--- src/lru_pkg.sv ---
package lru_pkg;

  localparam int KEY_W        = 8;
  localparam int SLOT_W       = 3;
  localparam int TOTAL_W      = 32;
  localparam int DEFAULT_WAYS = 8;

  // One access request
  typedef struct packed {
    logic [KEY_W-1:0] key;
    logic             last_access;
  } req_t;

  // One result
  typedef struct packed {
    logic               hit;
    logic [SLOT_W-1:0]  slot;
    logic [KEY_W-1:0]   evicted_key;
    logic [TOTAL_W-1:0] hit_total;
    logic [TOTAL_W-1:0] miss_total;
  } rsp_t;

  // Broadcast to every cell: the request and the decisions taken over the whole row
  typedef struct packed {
    logic [KEY_W-1:0] key;
    logic             act;        // nonzero key accepted this cycle
    logic             clr;        // run ends: wipe everything
    logic             miss;       // key held in no slot
    logic             any_empty;  // some slot is empty
    logic             any_victim; // some slot holds the stack bottom
    logic [KEY_W-1:0] victim;     // stack bottom
  } ctrl_t;

  // Running "already seen in an earlier cell" marks handed down the row
  typedef struct packed {
    logic slot_hit;
    logic empty;
    logic victim;
    logic stack_hit;
  } chain_t;

  // Per-cell status seen by the top level
  typedef struct packed {
    logic slot_match;
    logic first_hit;
    logic first_empty;
    logic first_victim;
  } flags_t;

endpackage

--- src/lru_cell.sv ---
module lru_cell (
  input  logic                         clk,
  input  logic                         rst,
  input  lru_pkg::ctrl_t               ctrl,
  input  logic                         head,
  input  lru_pkg::chain_t              chain_in,
  input  logic [lru_pkg::KEY_W-1:0]    stack_up,
  output lru_pkg::chain_t              chain_out,
  output lru_pkg::flags_t              flags,
  output logic [lru_pkg::KEY_W-1:0]    slot_key,
  output logic [lru_pkg::KEY_W-1:0]    stack_key
);

  logic slot_match;
  logic is_empty;
  logic is_victim;
  logic stack_match;
  logic slot_write;
  logic stack_shift;

  // Local compares
  assign slot_match  = (slot_key == ctrl.key);
  assign is_empty    = (slot_key == '0);
  assign is_victim   = (slot_key == ctrl.victim);
  assign stack_match = (stack_key == ctrl.key);

  // Pass the sticky marks on to the next cell
  assign chain_out.slot_hit  = chain_in.slot_hit  | slot_match;
  assign chain_out.empty     = chain_in.empty     | is_empty;
  assign chain_out.victim    = chain_in.victim    | is_victim;
  assign chain_out.stack_hit = chain_in.stack_hit | stack_match;

  assign flags.slot_match   = slot_match;
  assign flags.first_hit    = slot_match & ~chain_in.slot_hit;
  assign flags.first_empty  = is_empty   & ~chain_in.empty;
  assign flags.first_victim = is_victim  & ~chain_in.victim;

  // Fill: first empty slot, else slot of the stack bottom, else the head slot
  always_comb begin
    slot_write = 1'b0;
    if (ctrl.act && ctrl.miss) begin
      if (ctrl.any_empty) begin
        slot_write = flags.first_empty;
      end else if (ctrl.any_victim) begin
        slot_write = flags.first_victim;
      end else begin
        slot_write = head;
      end
    end
  end

  // Stack entries at or above the hit position (every entry on a miss) move down one place
  assign stack_shift = ctrl.act & (ctrl.miss | ~chain_in.stack_hit);

  always_ff @(posedge clk) begin
    if (rst || ctrl.clr) begin
      slot_key  <= '0;
      stack_key <= '0;
    end else begin
      if (slot_write) begin
        slot_key <= ctrl.key;
      end
      if (stack_shift) begin
        stack_key <= stack_up;
      end
    end
  end

endmodule

--- src/lru_cache_replacement.sv ---
// Channel  | Ports                 | Handshake
// ---------+-----------------------+-----------------------------------------
// request  | start, busy, request  | taken on a rising edge with start & !busy
// result   | done, result          | valid for one cycle while done is high
//
// One request per cycle while busy is low. The result appears in the cycle after the request.
// Lookup, fill and stack shift all happen in the row of cells in the cycle of the request.
// Reset (rst, synchronous) empties all slots, the stack and the totals;
// busy is high for the cycle that follows reset.
// The receiver cannot stall; a request marked last wipes the cache at the same edge.
module lru_cache_replacement #(
  parameter int WAYS = lru_pkg::DEFAULT_WAYS
) (
  input  logic          clk,
  input  logic          rst,
  input  logic          start,
  output logic          busy,
  input  lru_pkg::req_t request,
  output logic          done,
  output lru_pkg::rsp_t result
);

  localparam int IDX_W = (WAYS > 1) ? $clog2(WAYS) : 1;

  lru_pkg::ctrl_t  ctrl;
  lru_pkg::chain_t chain [WAYS+1];
  lru_pkg::flags_t flags [WAYS];
  logic [lru_pkg::KEY_W-1:0] slot_keys   [WAYS];
  logic [lru_pkg::KEY_W-1:0] stack_keys  [WAYS];
  logic [lru_pkg::KEY_W-1:0] stack_feed  [WAYS];
  logic [WAYS-1:0]           slot_match;

  logic                        accept;
  logic [lru_pkg::TOTAL_W-1:0] hits;
  logic [lru_pkg::TOTAL_W-1:0] misses;
  logic [lru_pkg::TOTAL_W-1:0] hits_next;
  logic [lru_pkg::TOTAL_W-1:0] misses_next;
  logic [IDX_W-1:0]            idx;
  logic [IDX_W+lru_pkg::SLOT_W-1:0] idx_wide;
  logic [lru_pkg::KEY_W-1:0]   evicted;
  logic                        hit_now;

  assign accept = start & ~busy;

  // Broadcast control
  assign ctrl.key        = request.key;
  assign ctrl.act        = accept & (request.key != '0);
  assign ctrl.clr        = accept & request.last_access;
  assign ctrl.miss       = ~chain[WAYS].slot_hit;
  assign ctrl.any_empty  = chain[WAYS].empty;
  assign ctrl.any_victim = chain[WAYS].victim;
  assign ctrl.victim     = stack_keys[WAYS-1];

  assign chain[0] = '0;

  // Row of cells
  for (genvar i = 0; i < WAYS; i++) begin : g_cell
    if (i == 0) begin : g_head
      assign stack_feed[i] = request.key;
    end else begin : g_body
      assign stack_feed[i] = stack_keys[i-1];
    end
    assign slot_match[i] = flags[i].slot_match;

    lru_cell u_cell (
      .clk       (clk),
      .rst       (rst),
      .ctrl      (ctrl),
      .head      (1'(i == 0)),
      .chain_in  (chain[i]),
      .stack_up  (stack_feed[i]),
      .chain_out (chain[i+1]),
      .flags     (flags[i]),
      .slot_key  (slot_keys[i]),
      .stack_key (stack_keys[i])
    );
  end

  // Slot number of this access
  always_comb begin
    idx = '0;
    for (int i = 0; i < WAYS; i++) begin
      if (!ctrl.miss) begin
        if (flags[i].first_hit) idx = idx | IDX_W'(i);
      end else if (ctrl.any_empty) begin
        if (flags[i].first_empty) idx = idx | IDX_W'(i);
      end else if (ctrl.any_victim) begin
        if (flags[i].first_victim) idx = idx | IDX_W'(i);
      end
    end
  end
  assign idx_wide = {{lru_pkg::SLOT_W{1'b0}}, idx};

  // Evicted key only on a miss into a full row
  always_comb begin
    evicted = '0;
    if (ctrl.miss && !ctrl.any_empty) begin
      evicted = ctrl.any_victim ? ctrl.victim : slot_keys[0];
    end
  end

  assign hit_now = ctrl.act & ~ctrl.miss;

  // Saturating totals
  always_comb begin
    hits_next   = hits;
    misses_next = misses;
    if (ctrl.act) begin
      if (!ctrl.miss) begin
        if (hits != '1) hits_next = hits + 1'b1;
      end else begin
        if (misses != '1) misses_next = misses + 1'b1;
      end
    end
  end

  // Counters, result register and handshake
  always_ff @(posedge clk) begin
    if (rst) begin
      hits   <= '0;
      misses <= '0;
      done   <= 1'b0;
      busy   <= 1'b1;
    end else begin
      busy <= 1'b0;
      done <= accept;
      if (ctrl.clr) begin
        hits   <= '0;
        misses <= '0;
      end else begin
        hits   <= hits_next;
        misses <= misses_next;
      end
    end
  end

  always_ff @(posedge clk) begin
    if (accept) begin
      result.hit         <= hit_now;
      result.slot        <= ctrl.act ? idx_wide[lru_pkg::SLOT_W-1:0] : '0;
      result.evicted_key <= ctrl.act ? evicted : '0;
      result.hit_total   <= hits_next;
      result.miss_total  <= misses_next;
    end
  end

`ifndef SYNTHESIS
  // A result only follows an accepted request
  a_done_follows_req: assert property (@(posedge clk) disable iff (rst)
    done |-> $past(start && !busy))
    else $error("result without request");

  // A hit never evicts
  a_hit_no_evict: assert property (@(posedge clk) disable iff (rst)
    (done && result.hit) |-> (result.evicted_key == '0))
    else $error("eviction reported on a hit");

  // Nonzero keys sit in at most one slot
  a_unique_slot: assert property (@(posedge clk) disable iff (rst)
    (request.key != '0) |-> $onehot0(slot_match))
    else $error("key held in more than one slot");

  // End of run wipes the totals
  a_clear_totals: assert property (@(posedge clk) disable iff (rst)
    (start && !busy && request.last_access) |=> (hits == '0 && misses == '0))
    else $error("totals not cleared after last access");
`endif

endmodule
--- config.mk ---
export PLATFORM = sky130hd
export DESIGN_NAME = lru_cache_replacement
export DESIGN_NICKNAME = d
export VERILOG_FILES = /design/src/lru_pkg.sv /design/src/lru_cell.sv /design/src/lru_cache_replacement.sv
export SDC_FILE = /design/constraint.sdc
export NUM_CORES = 1
export LEC_CHECK = 0
export BUFFER_PORTS_ARGS = -buffer_cell sky130_fd_sc_hd__buf_2
export CORE_UTILIZATION = 60
export CTS_CLUSTER_DIAMETER = 30
export DETAILED_ROUTE_END_ITERATION = 8
export GPL_ROUTABILITY_DRIVEN = 0
export HOLD_SLACK_MARGIN = 0.12
export PLACE_DENSITY = 0.81
export REMOVE_ABC_BUFFERS = 1
export SETUP_SLACK_MARGIN = 0.5
export SLEW_MARGIN = 25
export SYNTH_ARGS = -nofsm -noshare
export SYNTH_HDL_FRONTEND = slang
export SYNTH_SLANG_ARGS = --single-unit
--- constraint.sdc ---
create_clock -name clk -period 14.08 [get_ports clk]
set_clock_uncertainty 0.2 [all_clocks]
set_input_delay 4.224 -clock clk [delete_from_list [all_inputs] [get_ports clk]]
set_output_delay 4.224 -clock clk [all_outputs]
set_load 0.01 [all_outputs]
==> out/results.md <==
| Quantity | Reported | Unit |
| --- | --- | --- |
| Clock buffer count from CTS | 51 | - |
| Final min period | 7540 | ps |
| Standard-cell row count | 55 | - |
| Number of pins with negative max-slew slack in the final report | 0 | - |
| Status | completed | - |
| Number of antenna violations at the first check in global routing | 0 | - |
| Number of cells produced by synthesis | 1464 | - |
| Count of nets left with antenna violations after detail routing | 0 | - |
| Leading post-synthesis cells by cell area | dfxtp_1 28%, edfxtp_1 17%, xor2_1 8.4% | - |
| Count of nets after finishing | 1543 | - |
| Number of gates resized after CTS | 0 | - |
| Async SR Flop Fraction | 0 | % |
| Remaining max-slew budget at the tightest pin | 40.3 | % |
| Peak per-stage delay on the critical path | 730 | ps |
| Global route overflow | 0 | - |
| Fraction of synthesized cell area taken by the top area cell type | 28.1 | % |
| TritonCTS clock tree | yes | - |
| Cell area after synthesis | 13800 | sq um |
| First-pass iteration count of the detailed router | 5 | - |
| Detailed router's first-iteration violation count | 948 | - |
| Combined area of the multi-input logic cells | 7220 | sq um |
| Post-synthesis share of cell area spent on and, or, nand and nor gates | 21.3 | % |
| Required time at the worst-slack endpoint | 14280 | ps |
| Hold Fails Final Rpt | 0 | - |
| Highest net fanout along the worst path | 23 | - |
| Dominant combinational cell family by area after synthesis | simple AND/OR/NAND/NOR gates | - |
| Final period utilization | 53.5 | % |
| Clock-pin transition on the worst setup and hold timing paths | 50 | ps |
| Boundary Pins | 90 | - |
| Reported max-cap violation count | 0 | - |
| Clk buf depth | 3 | - |
| Total Negative Setup Slacks | 0 | ps |
| Count of cell types in the netlist | 64 | - |
| Ys flop type | dfxtp_1 | - |
| Insertion delay of the later-clocked pin in the worst-skew pair | 550 | ps |
| Register bit total from synthesis | 270 | - |
| Wire length of the first global-routing pass | 55.8 | mm |
| Total via count in the routed design | 11500 | - |
| Path type of the worst min-delay path | reg2reg | - |
| Wire length per cell | 18.6 | um |
| Synthesized area per cell | 9.43 | sq um |
| Count of input and output buffers | 89 | - |
| Sequential cell area | 6170 | sq um |
| Count of endpoints failing setup in the final report | 0 | - |
| Data arrival at the endpoint of the critical path | 7740 | ps |
| Final-layout fill cell count | 1624 | - |
| Max Fclk | 0.133 | GHz |
| Number of synthesized flops with an enable pin | 76 | - |
| Pin count of the biggest net entering global routing | 116 | - |
| Power per Cell Area | 137 | nW/um^2 |
| Unrepaired setup endpoints after global routing | false | - |
| Critical path launch point type | input port | - |
| Vias in the first global route | 11100 | - |
| Total design power | 0.00220 | W |
| Mux cell area share after synthesis | 7.77 | % |
| Cell taking the most area after synthesis | dfxtp_1 | - |
| Share of the synthesized netlist area taken by xor and xnor gates | 13.6 | % |
| Pleak | 6.59 | nW |
| Total Routing Usage GR | 29.2 | % |
| Starting utilization of the core area | 61.2 | % |
| CTS H-tree depth | 2 | - |
| Seq/Total Area, Yosys | 44.6 | % |
| Die Span Y | 154 | um |
| Placed wire-length estimate after detailed placement | 21.5 | mm |
| Number of warnings issued by yosys | 0 | - |
| Fraction of the mapped netlist area in compound gates | 9.06 | % |
| Adder and majority cell fraction of the synthesized area | 0.181 | % |
| Worst Path Class, Setup | in2reg | - |
| Kind of end point of the critical path | flip-flop | - |
| Number of DRC violations after detailed routing | 0 | - |
| Max IR drop VDD | 0.000113 | V |
| Wire length reported by the detailed router | 34.6 | mm |
| Hold bufs inserted after CTS | 0 | - |
| Average vias per placed instance | 6.18 | - |
| Slowest library cell on the worst path | a21boi_2 | - |
| Width of the die | 154 | um |
| Library cell used as clock root buffer | clkbuf_16 | - |
| Cells along the critical path | buf_2 > nor4_1 > a21boi_2 > o21ai_1 > nor4_1 > a21boi_2 > a31oi_2 > mux2i_1 | - |
| Floorplan die area | 23600 | sq um |
| Fraction of layout cells with a size suffix above 1 | 14.4 | % |
| Synth-to-Final Area Change | 16.5 | % |
| Actual transition at the worst max-transition pin | 893 | ps |
| Core Footprint | 22600 | sq um |
| Sink count of the clock tree | 270 | - |
| Antenna fix cells | 0 | - |
| # Post-CTS Setup Buffers | 0 | - |
worst max-delay path, delay by kind of cell:
family,cells,cell delay [ps]
mux,1,220
compound gates,4,2020
simple gates,2,680
buf+inv,1,570
logic make-up (layout without fill, tap and decap cells):
family	Yosys count	in the layout
adder cells (fa/ha/maj)	2	2
XOR/XNOR	215	215
buffers and inverters	94	202
multiplexers	107	107
AO/OA/AOI/OAI	216	216
AND/OR/NAND/NOR	560	560
flip-flops	270	270
cells in the mapped netlist, types with 26 or more instances:
cell / count
dfxtp_1: 194
nand2_1: 186
xor2_1: 132
mux2i_1: 105
a21oi_1: 93
xnor2_1: 83
edfxtp_1: 76
o21ai_0: 75
nand3_1: 73
nor2_1: 69
nor4_1: 51
clkbuf_1: 45
nand4_1: 37
nand2b_1: 26
final cells by class:
type	count	area share, %
Sequential cell	270	38.3
Tap cell	285	2.22
Clock buffer	61	8.68
Inverter	6	0.140
Timing Repair Buffer	100	3.43
Clock inverter	35	2.37
Multi-Input combinational cell	1100	44.8
per-stage QoR:
stage          hold WS (ps)  setup slack (ps)  std cells  area (sq um)  utilization [%]
2_1_floorplan           236               122       1376         13400                -
3_3_place_gp            255              6240       1760         14300             63.2
3_5_place_dp            263              6100       1760         14300             63.2
4_1_cts                 284              6670       1856         16100             71.1
5_1_grt                 305              6380       1857         16100             71.3
6_report                282              6540       1857         16100             71.3
metal layers:
metal / up-vias / track usage [%] / part of all wire, %
li1: 5373 / - / -
met1: 5473 / 36.7 / 40
met2: 531 / 48.9 / 48
met3: 101 / 6.00 / 8.9
met4: 0 / 12.1 / 3.0
met5: - / 0 / 0
power by group:
part | internal (W) | total (W) | leakage [nW] | switching, W
combinational | 0.0000466 | 0.000143 | 3.40 | 0.0000966
sequential | 0.000812 | 0.000822 | 2.31 | 0.0000106
clock | 0.000810 | 0.00123 | 0.873 | 0.000421
total | 0.00167 | 0.00220 | 6.59 | 0.000529
registers in the layout (all words and copies together), names as in the netlist:
register                 cells
result                      76
g_cell.u_cell.slot_key      64
g_cell.u_cell.stack_key     64
hits                        32
misses                      32
busy                         1
done                         1
layout by cell type (no fill, tap or decap), drive strengths merged, types with 16 or more instances in the layout:
cell / synthesis / layout
clkbuf: 45 / 61
nand4: 38 / 38
or3: 23 / 23
nand3: 75 / 75
nand2b: 26 / 26
buf: 43 / 100
nor4: 55 / 55
nand2: 186 / 186
a21oi: 94 / 94
nor2: 70 / 70
inv: 6 / 20
nor3: 21 / 21
xnor2: 83 / 83
dfxtp: 194 / 194
or4: 16 / 16
xor2: 132 / 132
o21ai: 80 / 80
edfxtp: 76 / 76
mux2i: 105 / 105
final timing paths:
kind                                         start  cells past startpoint  slack (ps)                                          to
worst max-delay path                    request[7]                      8        6540  g_cell[7].u_cell.stack_key[2]$_SDFFE_PP0P_
worst min-delay path            hits[4]$_SDFF_PP0_                      2         280                          hits[4]$_SDFF_PP0_
worst max register to register        busy$_DFF_P_                      7       10230  g_cell[7].u_cell.stack_key[2]$_SDFFE_PP0P_
worst min register to register  hits[4]$_SDFF_PP0_                      2         280                          hits[4]$_SDFF_PP0_
(Power assumes the default switching activity.)
